$ cat src/rtl/rrtt_pkg.sv
// ----------------------------------------------------------------------------
// Round-robin thread table package
// Field widths, command, slot state and status codes, and the command and
// status bundles between the controller and the datapath.
// ----------------------------------------------------------------------------
package rrtt_pkg;

  localparam int unsigned CMD_W     = 3;
  localparam int unsigned THREAD_W  = 6;
  localparam int unsigned OWNER_W   = 16;
  localparam int unsigned STATUS_W  = 2;
  localparam int unsigned SLOT_ST_W = 2;

  typedef logic [CMD_W-1:0]     cmd_t;
  typedef logic [THREAD_W-1:0]  thread_t;
  typedef logic [OWNER_W-1:0]   owner_t;
  typedef logic [STATUS_W-1:0]  status_t;
  typedef logic [SLOT_ST_W-1:0] slot_st_t;
  typedef logic [1:0]           kind_t;

  localparam cmd_t CMD_CREATE    = 3'd0;
  localparam cmd_t CMD_TERMINATE = 3'd1;
  localparam cmd_t CMD_BLOCK     = 3'd2;
  localparam cmd_t CMD_UNBLOCK   = 3'd3;
  localparam cmd_t CMD_TERM_ALL  = 3'd4;
  localparam cmd_t CMD_SCHEDULE  = 3'd5;

  localparam slot_st_t SLOT_READY      = 2'd0;
  localparam slot_st_t SLOT_RUNNING    = 2'd1;
  localparam slot_st_t SLOT_BLOCKED    = 2'd2;
  localparam slot_st_t SLOT_TERMINATED = 2'd3;

  localparam status_t STATUS_OK        = 2'd0;
  localparam status_t STATUS_NO_THREAD = 2'd1;
  localparam status_t STATUS_FULL      = 2'd2;
  localparam status_t STATUS_IDLE      = 2'd3;

  // How an accepted command proceeds after the accept cycle.
  localparam kind_t KIND_DONE   = 2'd0;
  localparam kind_t KIND_SINGLE = 2'd1;
  localparam kind_t KIND_SWEEP  = 2'd2;

  typedef struct packed {
    logic take;
    logic upd;
    logic run;
    logic adjust;
    logic pick;
    logic pick_end;
    logic respond;
  } dp_cmd_t;

  typedef struct packed {
    kind_t kind;
    logic  is_sched;
    logic  sweep_done;
    logic  none_ready;
    logic  out_busy;
  } dp_sts_t;

endpackage

$ cat src/rtl/rrtt_if.sv
// ----------------------------------------------------------------------------
// Round-robin thread table channels
// Command channel and result channel, each with valid, ready and payload.
// ----------------------------------------------------------------------------
interface rrtt_req_if import rrtt_pkg::*; ();
  logic    valid;
  logic    ready;
  cmd_t    command;
  thread_t thread_id;
  owner_t  owner_id;

  modport source (output valid, output command, output thread_id, output owner_id,
                  input ready);
  modport sink   (input valid, input command, input thread_id, input owner_id,
                  output ready);
endinterface

interface rrtt_rsp_if import rrtt_pkg::*; ();
  logic    valid;
  logic    ready;
  status_t status;
  thread_t result_thread;

  modport source (output valid, output status, output result_thread, input ready);
  modport sink   (input valid, input status, input result_thread, output ready);
endinterface

$ cat src/rtl/rrtt_ctrl.sv
// ----------------------------------------------------------------------------
// Round-robin thread table controller
// Sequences accept, single-slot update, table sweeps and the result beat.
// ----------------------------------------------------------------------------
module rrtt_ctrl import rrtt_pkg::*; (
  input  logic    clk_i,
  input  logic    rst_ni,
  input  logic    in_valid_i,
  output logic    in_ready_o,
  input  dp_sts_t sts_i,
  output dp_cmd_t cmd_o
);

  localparam logic [2:0] S_IDLE  = 3'd0;
  localparam logic [2:0] S_UPD   = 3'd1;
  localparam logic [2:0] S_SWEEP = 3'd2;
  localparam logic [2:0] S_ADJ   = 3'd3;
  localparam logic [2:0] S_PICK  = 3'd4;
  localparam logic [2:0] S_RESP  = 3'd5;

  logic [2:0] state_q, state_d;

  always_comb begin
    cmd_o      = '0;
    state_d    = state_q;
    in_ready_o = (state_q == S_IDLE);
    unique case (state_q)
      S_IDLE: begin
        if (in_valid_i) begin
          cmd_o.take = 1'b1;
          unique case (sts_i.kind)
            KIND_SINGLE: state_d = S_UPD;
            KIND_SWEEP:  state_d = S_SWEEP;
            default:     state_d = S_RESP;
          endcase
        end
      end
      S_UPD: begin
        cmd_o.upd = 1'b1;
        state_d   = S_RESP;
      end
      S_SWEEP: begin
        cmd_o.run = 1'b1;
        if (sts_i.sweep_done) begin
          state_d = sts_i.is_sched ? S_ADJ : S_RESP;
        end
      end
      S_ADJ: begin
        cmd_o.adjust = 1'b1;
        state_d      = sts_i.none_ready ? S_RESP : S_PICK;
      end
      S_PICK: begin
        cmd_o.run  = 1'b1;
        cmd_o.pick = 1'b1;
        if (sts_i.sweep_done) begin
          cmd_o.pick_end = 1'b1;
          state_d        = S_RESP;
        end
      end
      S_RESP: begin
        if (!sts_i.out_busy) begin
          cmd_o.respond = 1'b1;
          state_d       = S_IDLE;
        end
      end
      default: state_d = S_IDLE;
    endcase
  end

  always_ff @(posedge clk_i or negedge rst_ni) begin
    if (!rst_ni) begin
      state_q <= S_IDLE;
    end else begin
      state_q <= state_d;
    end
  end

endmodule

$ cat src/rtl/rrtt_dp.sv
// ----------------------------------------------------------------------------
// Round-robin thread table datapath
// Slot state and owner memories, sweep pipeline, counters and result register.
// ----------------------------------------------------------------------------
module rrtt_dp import rrtt_pkg::*; #(
  parameter int unsigned TABLE_SLOTS = 32
) (
  input  logic    clk_i,
  input  logic    rst_ni,
  input  cmd_t    command_i,
  input  thread_t thread_id_i,
  input  owner_t  owner_id_i,
  input  logic    out_ready_i,
  output logic    out_valid_o,
  output status_t out_status_o,
  output thread_t out_thread_o,
  input  dp_cmd_t cmd_i,
  output dp_sts_t sts_o
);

  localparam int unsigned IW = $clog2(TABLE_SLOTS);
  localparam int unsigned CW = $clog2(TABLE_SLOTS + 1);
  localparam int unsigned MW = (CW > THREAD_W) ? CW : THREAD_W;

  slot_st_t state_mem [TABLE_SLOTS];
  owner_t   owner_mem [TABLE_SLOTS];
  slot_st_t rd_state_q;
  owner_t   rd_owner_q;

  logic [CW-1:0] used_q, rd_idx_q, cnt_q, seen_q;
  logic [IW-1:0] ptr_q, sidx_q, wb_idx_q, chosen_q;
  logic          wb_vld_q, found_q, out_valid_q;
  cmd_t          cmd_q;
  owner_t        owner_q;
  status_t       resp_status_q, out_status_q;
  thread_t       resp_thread_q, out_thread_q;

  logic [MW-1:0] tid_ext, tid_m1;
  logic          id_found, full, rd_avail, rd_run, rd_en, we, owner_we;
  logic [IW-1:0] rd_addr, waddr;
  slot_st_t      wdata;
  kind_t         kind;
  logic [CW-1:0] used_inc, ptr_ext, ptr_inc, chosen_inc;
  logic          mode_all, st_ready, st_live, pick_hit;

  assign tid_ext    = MW'(thread_id_i);
  assign tid_m1     = tid_ext - MW'(1);
  assign id_found   = (tid_ext != '0) && (tid_ext <= MW'(used_q));
  assign full       = (used_q == CW'(TABLE_SLOTS));
  assign used_inc   = used_q + CW'(1);
  assign ptr_ext    = CW'(ptr_q);
  assign ptr_inc    = ptr_ext + CW'(1);
  assign chosen_inc = CW'(chosen_q) + CW'(1);
  assign rd_avail   = (rd_idx_q < used_q);
  assign rd_run     = cmd_i.run && rd_avail;
  assign mode_all   = (cmd_q == CMD_TERM_ALL);
  assign st_ready   = (rd_state_q == SLOT_READY);
  assign st_live    = st_ready || (rd_state_q == SLOT_RUNNING);
  assign pick_hit   = st_ready && (seen_q == ptr_ext) && !found_q;

  always_comb begin
    case (command_i) inside
      CMD_TERMINATE, CMD_BLOCK, CMD_UNBLOCK: kind = id_found ? KIND_SINGLE : KIND_DONE;
      CMD_TERM_ALL, CMD_SCHEDULE:            kind = KIND_SWEEP;
      default:                               kind = KIND_DONE;
    endcase
  end

  always_comb begin
    rd_en   = 1'b0;
    rd_addr = rd_idx_q[IW-1:0];
    if (cmd_i.take && (kind == KIND_SINGLE)) begin
      rd_en   = 1'b1;
      rd_addr = tid_m1[IW-1:0];
    end else if (rd_run) begin
      rd_en = 1'b1;
    end
  end

  // One write port, shared by create, the single-slot update and the sweeps.
  always_comb begin
    we       = 1'b0;
    owner_we = 1'b0;
    waddr    = wb_idx_q;
    wdata    = SLOT_READY;
    if (cmd_i.take && (command_i == CMD_CREATE) && !full) begin
      we       = 1'b1;
      owner_we = 1'b1;
      waddr    = used_q[IW-1:0];
    end else if (cmd_i.upd) begin
      we    = 1'b1;
      waddr = sidx_q;
      wdata = rd_state_q;
      case (cmd_q)
        CMD_TERMINATE: wdata = SLOT_TERMINATED;
        CMD_BLOCK:     if (st_live) wdata = SLOT_BLOCKED;
        CMD_UNBLOCK:   if (rd_state_q == SLOT_BLOCKED) wdata = SLOT_READY;
        default:       wdata = rd_state_q;
      endcase
    end else if (cmd_i.run && wb_vld_q) begin
      if (mode_all) begin
        we    = (rd_owner_q == owner_q);
        wdata = SLOT_TERMINATED;
      end else if (cmd_i.pick) begin
        we    = pick_hit;
        wdata = SLOT_RUNNING;
      end else begin
        we    = (rd_state_q == SLOT_RUNNING);
        wdata = SLOT_READY;
      end
    end
  end

  always_ff @(posedge clk_i) begin
    if (we) begin
      state_mem[waddr] <= wdata;
    end
    if (owner_we) begin
      owner_mem[waddr] <= owner_id_i;
    end
    if (rd_en) begin
      rd_state_q <= state_mem[rd_addr];
      rd_owner_q <= owner_mem[rd_addr];
    end
  end

  always_ff @(posedge clk_i or negedge rst_ni) begin
    if (!rst_ni) begin
      used_q      <= '0;
      ptr_q       <= '0;
      rd_idx_q    <= '0;
      cnt_q       <= '0;
      seen_q      <= '0;
      wb_vld_q    <= 1'b0;
      found_q     <= 1'b0;
      out_valid_q <= 1'b0;
    end else begin
      if (cmd_i.take) begin
        rd_idx_q <= '0;
        cnt_q    <= '0;
        wb_vld_q <= 1'b0;
        if ((command_i == CMD_CREATE) && !full) begin
          used_q <= used_inc;
        end
      end
      if (cmd_i.run) begin
        wb_vld_q <= rd_run;
        if (rd_run) begin
          rd_idx_q <= rd_idx_q + CW'(1);
        end
        if (wb_vld_q && !mode_all) begin
          if (cmd_i.pick) begin
            if (st_ready) begin
              seen_q <= seen_q + CW'(1);
            end
            if (pick_hit) begin
              found_q <= 1'b1;
            end
          end else if (st_live) begin
            cnt_q <= cnt_q + CW'(1);
          end
        end
      end
      if (cmd_i.adjust) begin
        rd_idx_q <= '0;
        wb_vld_q <= 1'b0;
        seen_q   <= '0;
        found_q  <= 1'b0;
        if ((cnt_q != '0) && (ptr_ext >= cnt_q)) begin
          ptr_q <= '0;
        end
      end
      if (cmd_i.pick_end) begin
        ptr_q <= (ptr_inc == cnt_q) ? '0 : ptr_inc[IW-1:0];
      end
      if (cmd_i.respond) begin
        out_valid_q <= 1'b1;
      end else if (out_ready_i) begin
        out_valid_q <= 1'b0;
      end
    end
  end

  always_ff @(posedge clk_i) begin
    if (cmd_i.take) begin
      cmd_q   <= command_i;
      owner_q <= owner_id_i;
      sidx_q  <= tid_m1[IW-1:0];
      case (command_i) inside
        CMD_CREATE: begin
          resp_status_q <= full ? STATUS_FULL : STATUS_OK;
          resp_thread_q <= full ? '0 : THREAD_W'(used_inc);
        end
        CMD_TERMINATE, CMD_BLOCK, CMD_UNBLOCK: begin
          resp_status_q <= id_found ? STATUS_OK : STATUS_NO_THREAD;
          resp_thread_q <= '0;
        end
        default: begin
          resp_status_q <= STATUS_OK;
          resp_thread_q <= '0;
        end
      endcase
    end
    if (cmd_i.run) begin
      wb_idx_q <= rd_idx_q[IW-1:0];
      if (wb_vld_q && cmd_i.pick && pick_hit) begin
        chosen_q <= wb_idx_q;
      end
    end
    if (cmd_i.adjust && (cnt_q == '0)) begin
      resp_status_q <= STATUS_IDLE;
      resp_thread_q <= '0;
    end
    if (cmd_i.pick_end) begin
      resp_status_q <= STATUS_OK;
      resp_thread_q <= THREAD_W'(chosen_inc);
    end
    if (cmd_i.respond) begin
      out_status_q <= resp_status_q;
      out_thread_q <= resp_thread_q;
    end
  end

  assign out_valid_o  = out_valid_q;
  assign out_status_o = out_status_q;
  assign out_thread_o = out_thread_q;

  assign sts_o.kind       = kind;
  assign sts_o.is_sched   = (cmd_q == CMD_SCHEDULE);
  assign sts_o.sweep_done = !rd_avail && !wb_vld_q;
  assign sts_o.none_ready = (cnt_q == '0);
  assign sts_o.out_busy   = out_valid_q && !out_ready_i;

endmodule

$ cat src/rtl/round_robin_thread_table_top.sv
// ----------------------------------------------------------------------------
// Round-robin thread table
// Create needs only the accept and the result beat; terminate, block and unblock
// add a single-slot update; terminate-all sweeps the slots in use once and
// schedule twice, one slot per cycle through one read port.
// One command at a time; the next is accepted once the result is registered.
// Reset clears the slot count, rotation pointer and control; the tables are
// not cleared, since only slots below the count are ever read.
// ----------------------------------------------------------------------------
module round_robin_thread_table_top import rrtt_pkg::*; #(
  parameter int unsigned TABLE_SLOTS = 32
) (
  input  logic              clk_i,
  input  logic              rst_ni,
  rrtt_req_if.sink          req_i,
  rrtt_rsp_if.source        rsp_o
);

  // The controller walks each command through its phases; the datapath
  // holds the tables and does the per-slot work that each phase asks for.
  // A schedule runs two sweeps: the first demotes the running thread and
  // counts ready ones, the second marks the pointer-th ready thread running.
  dp_cmd_t dp_cmd;
  dp_sts_t dp_sts;

  rrtt_ctrl u_ctrl (
    .clk_i      (clk_i),
    .rst_ni     (rst_ni),
    .in_valid_i (req_i.valid),
    .in_ready_o (req_i.ready),
    .sts_i      (dp_sts),
    .cmd_o      (dp_cmd)
  );

  // The result register parts the two sides: a finished beat waits there
  // while the controller goes back to accepting commands.
  rrtt_dp #(
    .TABLE_SLOTS (TABLE_SLOTS)
  ) u_dp (
    .clk_i        (clk_i),
    .rst_ni       (rst_ni),
    .command_i    (req_i.command),
    .thread_id_i  (req_i.thread_id),
    .owner_id_i   (req_i.owner_id),
    .out_ready_i  (rsp_o.ready),
    .out_valid_o  (rsp_o.valid),
    .out_status_o (rsp_o.status),
    .out_thread_o (rsp_o.result_thread),
    .cmd_i        (dp_cmd),
    .sts_o        (dp_sts)
  );

endmodule

$ cat src/flat_wrapper.sv
// flat-port wrapper written by rule: the top's interface ports become plain ports
module round_robin_thread_table_top_flat import rrtt_pkg::*;
#(
  parameter int unsigned TABLE_SLOTS = 32
)
  (clk_i, rst_ni, req_i_valid, req_i_command, req_i_thread_id, req_i_owner_id, req_i_ready, rsp_o_valid, rsp_o_status, rsp_o_result_thread, rsp_o_ready);
  rrtt_req_if req_i_i ();
  rrtt_rsp_if rsp_o_i ();
  input  logic clk_i;
  input  logic rst_ni;
  input wire logic [$bits(req_i_i.valid)-1:0] req_i_valid;
  input wire logic [$bits(req_i_i.command)-1:0] req_i_command;
  input wire logic [$bits(req_i_i.thread_id)-1:0] req_i_thread_id;
  input wire logic [$bits(req_i_i.owner_id)-1:0] req_i_owner_id;
  output wire logic [$bits(req_i_i.ready)-1:0] req_i_ready;
  output wire logic [$bits(rsp_o_i.valid)-1:0] rsp_o_valid;
  output wire logic [$bits(rsp_o_i.status)-1:0] rsp_o_status;
  output wire logic [$bits(rsp_o_i.result_thread)-1:0] rsp_o_result_thread;
  input wire logic [$bits(rsp_o_i.ready)-1:0] rsp_o_ready;
  assign req_i_i.valid = req_i_valid;
  assign req_i_i.command = req_i_command;
  assign req_i_i.thread_id = req_i_thread_id;
  assign req_i_i.owner_id = req_i_owner_id;
  assign req_i_ready = req_i_i.ready;
  assign rsp_o_valid = rsp_o_i.valid;
  assign rsp_o_status = rsp_o_i.status;
  assign rsp_o_result_thread = rsp_o_i.result_thread;
  assign rsp_o_i.ready = rsp_o_ready;
  round_robin_thread_table_top #(.TABLE_SLOTS(TABLE_SLOTS)) u_core (.clk_i(clk_i), .rst_ni(rst_ni), .req_i(req_i_i), .rsp_o(rsp_o_i));
endmodule
$ cat config.mk
export PLATFORM = sky130hd
export DESIGN_NAME = round_robin_thread_table_top_flat
export DESIGN_NICKNAME = d
export VERILOG_FILES = /design/src/rtl/rrtt_pkg.sv /design/src/rtl/rrtt_if.sv /design/src/rtl/rrtt_ctrl.sv /design/src/rtl/rrtt_dp.sv /design/src/rtl/round_robin_thread_table_top.sv /design/src/flat_wrapper.sv
export SDC_FILE = /design/constraint.sdc
export NUM_CORES = 1
export LEC_CHECK = 0
export ABC_AREA = 1
export BUFFER_PORTS_ARGS = -buffer_cell sky130_fd_sc_hd__buf_2
export CAP_MARGIN = 0
export CORE_UTILIZATION = 50
export CTS_BUF_LIST = sky130_fd_sc_hd__clkbuf_16
export CTS_CLUSTER_DIAMETER = 40
export CTS_CLUSTER_SIZE = 10
export DETAILED_ROUTE_END_ITERATION = 8
export PLACE_DENSITY = 0.69
export SETUP_SLACK_MARGIN = 0.05
export SYNTH_ARGS = -nofsm -noshare
export SYNTH_HDL_FRONTEND = slang
export SYNTH_SLANG_ARGS = --single-unit
$ cat constraint.sdc
create_clock -name clk_i -period 3.3 [get_ports clk_i]
set_input_delay 0.825 -clock clk_i [delete_from_list [all_inputs] [get_ports clk_i]]
set_output_delay 0.825 -clock clk_i [all_outputs]
set_load 0.05 [all_outputs]
==> flow_summary.json, run 1 <==
{
  "syn_to_final_growth_pct": 20.3,
  "critPathMaxFanout": 21,
  "htree_levels": 3,
  "routedWlPerCell_um": 20.9,
  "cts.sinks": 679,
  "worst_slack_ns": 0.204,
  "track_usage_pct": 27.3,
  "numCtsBuffers": 98,
  "grt_pass1_vias": 22721,
  "rows": 90,
  "num-fill-cells": 4738,
  "die_width_um": 251,
  "critPathLaunchType": "flop",
  "fin_tns_setup_ns": 0,
  "synth_area_per_cell_um2": 10.2,
  "vdd_ir_drop_max_uv": 662,
  "antenna_found_initial": 0,
  "drive_gt1_share_pct": 13.7,
  "cts_tree": "built",
  "rrSetupSlack_ns": 0.20,
  "crit_start": "u_core.u_dp.used_q[3]",
  "io_pins": 39,
  "powerDensity_nw_per_um2": 854,
  "seqCellArea_um2": 20200,
  "placed_area_um2": 33800,
  "nets": 3291,
  "final_cell_area_um2": 37200,
  "multi_input_area_um2": 7970,
  "endpoint_kind": "flop",
  "timing.rr.start": "u_core.u_dp.used_q[3]",
  "grt_overflow": 0,
  "synth_fp_nets": 3094,
  "clk_latency_ns": 0.65,
  "vias_per_cell": 5.58,
  "hpwl_um": 52400,
  "die_area_um2": 62900,
  "preCtsSetupSlack_ns": -0.475,
  "top_usage_layer": "met2",
  "min_period_ns": 3.10,
  "grt_pass1_wl_um": 130000,
  "final_core_util_pct": 61.2,
  "portBuffers": 38,
  "ys_async_sr_fraction_pct": 5.15,
  "final_common_cell": "nand2_1",
  "vias": 22791,
  "core_um2": 60800,
  "finalCritPeriodShare_pct": 93.8,
  "drtPass1Iterations": 5,
  "drt_iter0_markers": 2578,
  "clock_path_buffers": 3,
  "wirelength_um": 85500,
  "max_slew_margin_pct": 31.0,
  "met2_usage_pct": 44.9,
  "fin_worst_skew_ns": 0.0282,
  "die_y_um": 251,
  "drc": 0,
  "leakage_uw": 0.0158,
  "grt_max_degree": 42,
  "ff2ff_path_depth": 18,
  "place_congestion": 0.910,
  "synth.distinct_cells": 47,
  "postCtsHoldBufs": 0,
  "layout_common_cells": "nand2_1 (659), edfxtp_1 (642), inv_1 (601)",
  "grt_setup_unrepaired": "false",
  "finalMaxSlewViolations": 0,
  "synth_edf_count": 642,
  "criticalPathCategory": "flop to flop",
  "grt_use_met3_pct": 4.94,
  "dp_cells": 3908,
  "tightest_slew_ns": 1.03,
  "synth_area_um2": 31000,
  "netlist_instances": 3039,
  "yosys_register_bits": 679,
  "hold_viol": 0,
  "cp.required_ns": 3.81,
  "yosys_warnings": 0,
  "crit_arrival_ns": 3.60,
  "synthFlopType": "edfxtp_1",
  "fmax_mhz": 323,
  "drv_cap": 0,
  "setup_viol": 0,
  "initial_core_util_pct": 50.9,
  "status": "finished, final reports clean",
  "use_met1_pct": 35.7,
  "cts_root_buf": "clkbuf_16",
  "drtAntennaViolNets": 0,
  "synth.yosys.seq_area_share_pct": 65.2,
  "hp-class": "primary input to asynchronous set/reset pin",
  "instances_no_fill": 4085,
  "clk_pin_slew_ns": 0.05,
  "antenna_cells": 0
}
cells in the mapped netlist (3+ instances only):
| library cell | number | share of area [%] |
|---|---|---|
| a211oi_1 | 3 | 0.073 |
| a21boi_0 | 4 | 0.097 |
| a21oi_1 | 18 | 0.29 |
| a22oi_1 | 3 | 0.073 |
| a311oi_1 | 3 | 0.085 |
| buf_1 | 10 | 0.12 |
| buf_2 | 34 | 0.55 |
| buf_4 | 10 | 0.24 |
| buf_6 | 16 | 0.58 |
| clkbuf_1 | 63 | 0.76 |
| dfrtp_1 | 35 | 2.8 |
| edfxtp_1 | 642 | 62 |
| ha_1 | 26 | 1.1 |
| inv_1 | 594 | 7.2 |
| inv_2 | 5 | 0.061 |
| nand2_1 | 663 | 8.0 |
| nand2_2 | 3 | 0.061 |
| nand2_4 | 3 | 0.11 |
| nand3_1 | 606 | 9.8 |
| nand3b_1 | 54 | 1.3 |
| nand4_1 | 7 | 0.14 |
| nor2_1 | 114 | 1.4 |
| nor2_4 | 3 | 0.11 |
| nor3_1 | 14 | 0.23 |
| nor4_1 | 4 | 0.081 |
| o2111ai_1 | 3 | 0.085 |
| o211ai_1 | 3 | 0.073 |
| o21a_1 | 3 | 0.073 |
| o21ai_0 | 33 | 0.53 |
| o21ai_2 | 3 | 0.085 |
| o22ai_1 | 9 | 0.18 |
| o32ai_1 | 3 | 0.085 |
| or2_2 | 3 | 0.061 |
| xnor2_1 | 11 | 0.31 |
| xor2_1 | 13 | 0.37 |
cells by family after synthesis:
family                   synth area share (%)
AO/OA/AOI/OAI                            2.02
buffers and inverters                    9.55
XOR/XNOR                                0.679
flip-flops                               65.2
AND/OR/NAND/NOR                          21.5
adder cells (fa/ha/maj)                  1.05
layer usage:
metal  wire length [µm]  up-vias
li1                   -    10418
met1              33700    10978
met2              40900     1169
met3               7640      226
met4               3220        0
met5                  0        -
through the flow:
stage | total power (µW) | hold WS, ns
5_1_grt | 33100 | 0.339
6_report | 31800 | 0.295
3_5_place_dp | 21100 | 0.412
4_1_cts | 31500 | 0.302
3_3_place_gp | 20900 | 0.410
2_1_floorplan | 16800 | 0.400
flip-flops by register name, summed over array words and instances, names as in the netlist, 3 cells and up:
| register | flops |
|---|---|
| u_core.u_ctrl.state_q | 3 |
| u_core.u_dp.chosen_q | 5 |
| u_core.u_dp.cmd_q | 3 |
| u_core.u_dp.cnt_q | 6 |
| u_core.u_dp.out_thread_o | 6 |
| u_core.u_dp.owner_mem | 512 |
| u_core.u_dp.owner_q | 16 |
| u_core.u_dp.ptr_q | 5 |
| u_core.u_dp.rd_idx_q | 6 |
| u_core.u_dp.rd_owner_q | 16 |
| u_core.u_dp.resp_thread_q | 6 |
| u_core.u_dp.seen_q | 6 |
| u_core.u_dp.sidx_q | 5 |
| u_core.u_dp.state_mem | 64 |
| u_core.u_dp.used_q | 6 |
| u_core.u_dp.wb_idx_q | 5 |
layout make-up:
class / instances / area share, %
clock buffers: 100 / 6.72
clock inverters: 67 / 1.95
inverters: 601 / 6.06
multi-input cells: 1626 / 21.4
flip-flops and latches: 679 / 54.2
well taps: 782 / 2.63
repair buffers: 230 / 6.98
timing repair:
| action | CTS | global route |
|---|---|---|
| buffers inserted | 1 | 5 |
| resized for setup | 2 | 15 |
| endpoints found under the hold margin | 0 | 0 |
| pin swaps | 1 | 3 |
| cloned | 2 | 2 |
| endpoints found under the setup margin | 3 | 17 |
power by group:
| group | internal (µW) | leakage (µW) | switching [µW] | total (µW) |
|---|---|---|---|---|
| registers | 10200 | 0.00629 | 327 | 10500 |
| clock network | 6490 | 0.00160 | 3780 | 10300 |
| logic | 3820 | 0.00791 | 7160 | 11000 |
| total | 20500 | 0.0158 | 11300 | 31800 |
worst max-delay path, cell delays in order, from the launching register on:
cell     delay, ns
dfrtp_1       0.39
inv_2         0.10
ha_1          0.25
nand2_1       0.07
nand2_1       0.05
nand2_1       0.09
nand3_2       0.09
nand2_2       0.15
nand3_4       0.15
buf_12        0.18
o21ai_4       0.19
buf_12        0.23
buf_4         0.18
nand3_1       0.08
nand3_1       0.15
nand3_1       0.19
nand2_1       0.16
nand2_1       0.12
nand2_1       0.12
final timing paths:
check	endpoint
worst max register to register	u_core.u_dp.rd_owner_q[10]
worst max-delay path	u_core.u_dp.rd_owner_q[10]
min in group clk_i	u_core.u_dp.cmd_q[2]
worst min register to register	u_core.u_dp.out_thread_o[4]
worst min-delay path	u_core.u_dp.out_valid_o
max in group asynchronous	u_core.u_dp.rd_idx_q[1]
No activity file was read; power rests on OpenSTA's default activity.
==> run 2, diff against run 1 <==
CORE_UTILIZATION = 40   (was 50)
CTS_CLUSTER_DIAMETER = 30   (was 40)
PLACE_DENSITY = 0.58   (was 0.69)
SYNTH_HIERARCHICAL = 1   (was unset)
==> run 2 against run 1 <==
- synthesized area increased by 0.23%
- largest power group is now the clock network
- routed wire length increased by 2.9%
- first-iteration DRC count decreased by 14%
==> flow_summary.json, run 2 <==
{
  "status": "finished, final reports clean",
  "drive_gt1_share_pct": 16.9,
  "fmax_mhz": 322,
  "hp-class": "primary input to asynchronous set/reset pin",
  "synth.distinct_cells": 50,
  "leakage_uw": 0.0170,
  "drc": 0,
  "largest_reg_flops": 512,
  "vdd_ir_drop_max_uv": 557,
  "htree_levels": 4,
  "drtPass1Iterations": 6,
  "die_width_um": 281,
  "wl_met2_um": 40600,
  "core_um2": 76300,
  "instances_no_fill": 4491,
  "min_period_ns": 3.11,
  "swShare_pct": 34.3,
  "synth_top_area_share_pct": 62.1,
  "synth_top_family_by_area": "simple AND/OR/NAND/NOR gates",
  "route.met3.wl_um": 6060,
  "clk_latency_ns": 0.72,
  "switching_power_uw": 12500,
  "criticalPathCategory": "flop to flop",
  "synth_area_per_cell_um2": 10.1,
  "grt_pass1_vias": 22387,
  "ff2ff_path_depth": 18,
  "clock_path_buffers": 3,
  "wirelength_um": 87900,
  "netlist_instances": 3080,
  "clkPwrFrac_pct": 40.6,
  "preCtsSetupSlack_ns": -0.306,
  "seq_power_share_pct": 29.1,
  "num-fill-cells": 6712,
  "hpwl_um": 53700,
  "synth_edf_count": 642,
  "io_pins": 39,
  "finalCritPeriodShare_pct": 94.1,
  "die_area_um2": 78700,
  "antenna_found_initial": 2,
  "synth.yosys.seq_area_share_pct": 65.1,
  "critPathMaxFanout": 13,
  "portBuffers": 38,
  "track_usage_pct": 22.9,
  "synth_top_area_cell": "edfxtp_1",
  "timing.rr.end": "u_core/u_dp/rd_owner_q[10]",
  "grt_max_degree": 63,
  "rows": 101,
  "routedWlPerCell_um": 19.6,
  "antenna_cells": 0,
  "max_slew_margin_pct": 30.1,
  "reg_top3": "u_core/u_dp/owner_mem (512), u_core/u_dp/state_mem (64)",
  "layout_common_cells": "edfxtp_1 (642), nand2_1 (639), inv_1 (632)",
  "yosys_register_bits": 679,
  "cts.sinks": 679,
  "die_y_um": 281,
  "clk_pin_slew_ns": 0.05,
  "worst_slack_ns": 0.195,
  "place_congestion": 0.841,
  "grt_pass1_wl_um": 134000,
  "critPathLaunchType": "flop",
  "fin_worst_skew_ns": 0.0504,
  "synth_compound_area_share_pct": 2.06,
  "yosys.area_share.simple_pct": 21.5,
  "tightest_slew_ns": 1.05,
  "yosys_warnings": 6,
  "synth.area.top_cells": "edfxtp_1 (62%), nand3_1 (9.7%), nand2_1 (8.0%)",
  "drv_cap": 0,
  "rrSetupSlack_ns": 0.19,
  "synth_fa_ha_area_share_pct": 1.09,
  "ys_async_sr_fraction_pct": 5.15,
  "synth.most_common_cell": "nand2_1",
  "hold_viol": 0,
  "powerDensity_nw_per_um2": 910,
  "seqCellArea_um2": 20200,
  "vias": 22547,
  "numCtsBuffers": 149,
  "grt_overflow": 0,
  "setup_viol": 0,
  "initial_core_util_pct": 40.7,
  "synth_area_um2": 31000,
  "multi_input_area_um2": 8390,
  "cts_root_buf": "clkbuf_16",
  "syn_to_final_growth_pct": 28.9,
  "synth_common_cells": "nand2_1 (658), edfxtp_1 (642), inv_1 (614)",
  "grt_setup_unrepaired": "true",
  "crit_arrival_ns": 3.58,
  "finalMaxSlewViolations": 0,
  "cts_tree": "built",
  "wl_met1_um": 38600,
  "timing.rr.start": "u_core/u_dp/used_q[4]",
  "final_common_cell": "edfxtp_1",
  "drtAntennaViolNets": 0,
  "regMostFlops": "u_core/u_dp/owner_mem",
  "nets": 3393,
  "p_int_uw": 23900,
  "drt_iter0_markers": 2219,
  "power_frac_comb_pct": 30.3,
  "postCtsHoldBufs": 0,
  "endpoint_kind": "flop",
  "synth_fp_nets": 3136,
  "synthFlopType": "edfxtp_1",
  "cp.required_ns": 3.77,
  "yosys.area_share.xor_xnor_pct": 0.649,
  "vias_per_cell": 5.02,
  "synth_mux_area_share_pct": 0.0686,
  "dp_cells": 4210,
  "topRoutingLayerUsed": "met5"
}
## run 2: worst max-delay path by stage
stage	start	endpoint	slack, ns	cells after the start
2_1_floorplan	req_i_valid	u_core/u_dp/owner_mem[4][0]	-0.20	11
6_report	u_core/u_dp/used_q[4]	u_core/u_dp/rd_owner_q[10]	0.19	18
5_1_grt	u_core/u_dp/used_q[4]	u_core/u_dp/rd_owner_q[10]	0.03	17
4_1_cts	u_core/u_dp/used_q[4]	u_core/u_dp/rd_owner_q[10]	0.14	18
3_5_place_dp	req_i_thread_id[5]	u_core/u_dp/rd_owner_q[10]	-0.31	17
3_3_place_gp	req_i_thread_id[5]	u_core/u_dp/rd_owner_q[10]	-0.29	17
## run 2: layout make-up
cell class,count,area share [%]
clock buffer,149,9.32
clock inverter,126,3.47
inverter,624,5.89
multi-input combinational,1639,21.0
sequential,679,50.5
tap,1030,3.22
timing repair buffer,244,6.63
## run 2: through the flow
stage	TNS, ns	utilization, %	power (µW)	hold slack [ns]	cell area (µm²)
after floorplan	-96.93	-	16800	0.400	31500
after global placement	-3.58	45.6	21600	0.405	34800
after detailed placement	-3.70	45.6	21600	0.409	34800
after CTS	0	52.3	36500	0.227	39900
after global routing	0	52.4	38000	0.275	40000
final	0	52.4	36400	0.238	40000
## run 2: power groups by stage
| stage | clock network [µW] | registers [µW] | logic (µW) |
|---|---|---|---|
| global placement | 0 | 10700 | 10900 |
| global route | 15400 | 10600 | 12000 |
| floorplan | 0 | 10700 | 6110 |
| finish | 14800 | 10600 | 11000 |
| CTS | 15000 | 10600 | 11000 |
| detailed placement | 0 | 10700 | 10900 |
## run 2: metal layers
metal / vias to the layer above / global-route usage, %
met3: 151 / 4.70
met2: 832 / 36.1
li1: 10702 / -
met5: - / 0
met1: 10860 / 30.9
met4: 2 / 8.86
## run 2: timing repair
| action | in CTS | in global routing |
|---|---|---|
| endpoints found under the setup margin | 0 | 14 |
| resized for setup | 0 | 2 |
| buffers inserted | 0 | 5 |
## run 2: critical path: stages (launching register included)
cell,delay [ns]
dfrtp_1,0.38
inv_1,0.17
ha_1,0.27
nand2_1,0.08
nor2_1,0.06
nand2_1,0.06
nand3_1,0.10
nand2_4,0.15
nand3_4,0.13
nand2_1,0.14
o21ai_4,0.10
inv_2,0.14
buf_4,0.22
buf_12,0.17
nand3_1,0.08
nand3_1,0.21
nand2_1,0.13
nand2_1,0.18
nand2_1,0.07
## run 2: cell families (layout without fill, tap and decap cells)
group	Yosys count	in the layout
compound gates	100	100
xor+xnor	23	23
fa+ha+maj	27	27
mux	2	2
simple gates	1486	1487
buf+inv	763	1143
flops	679	679
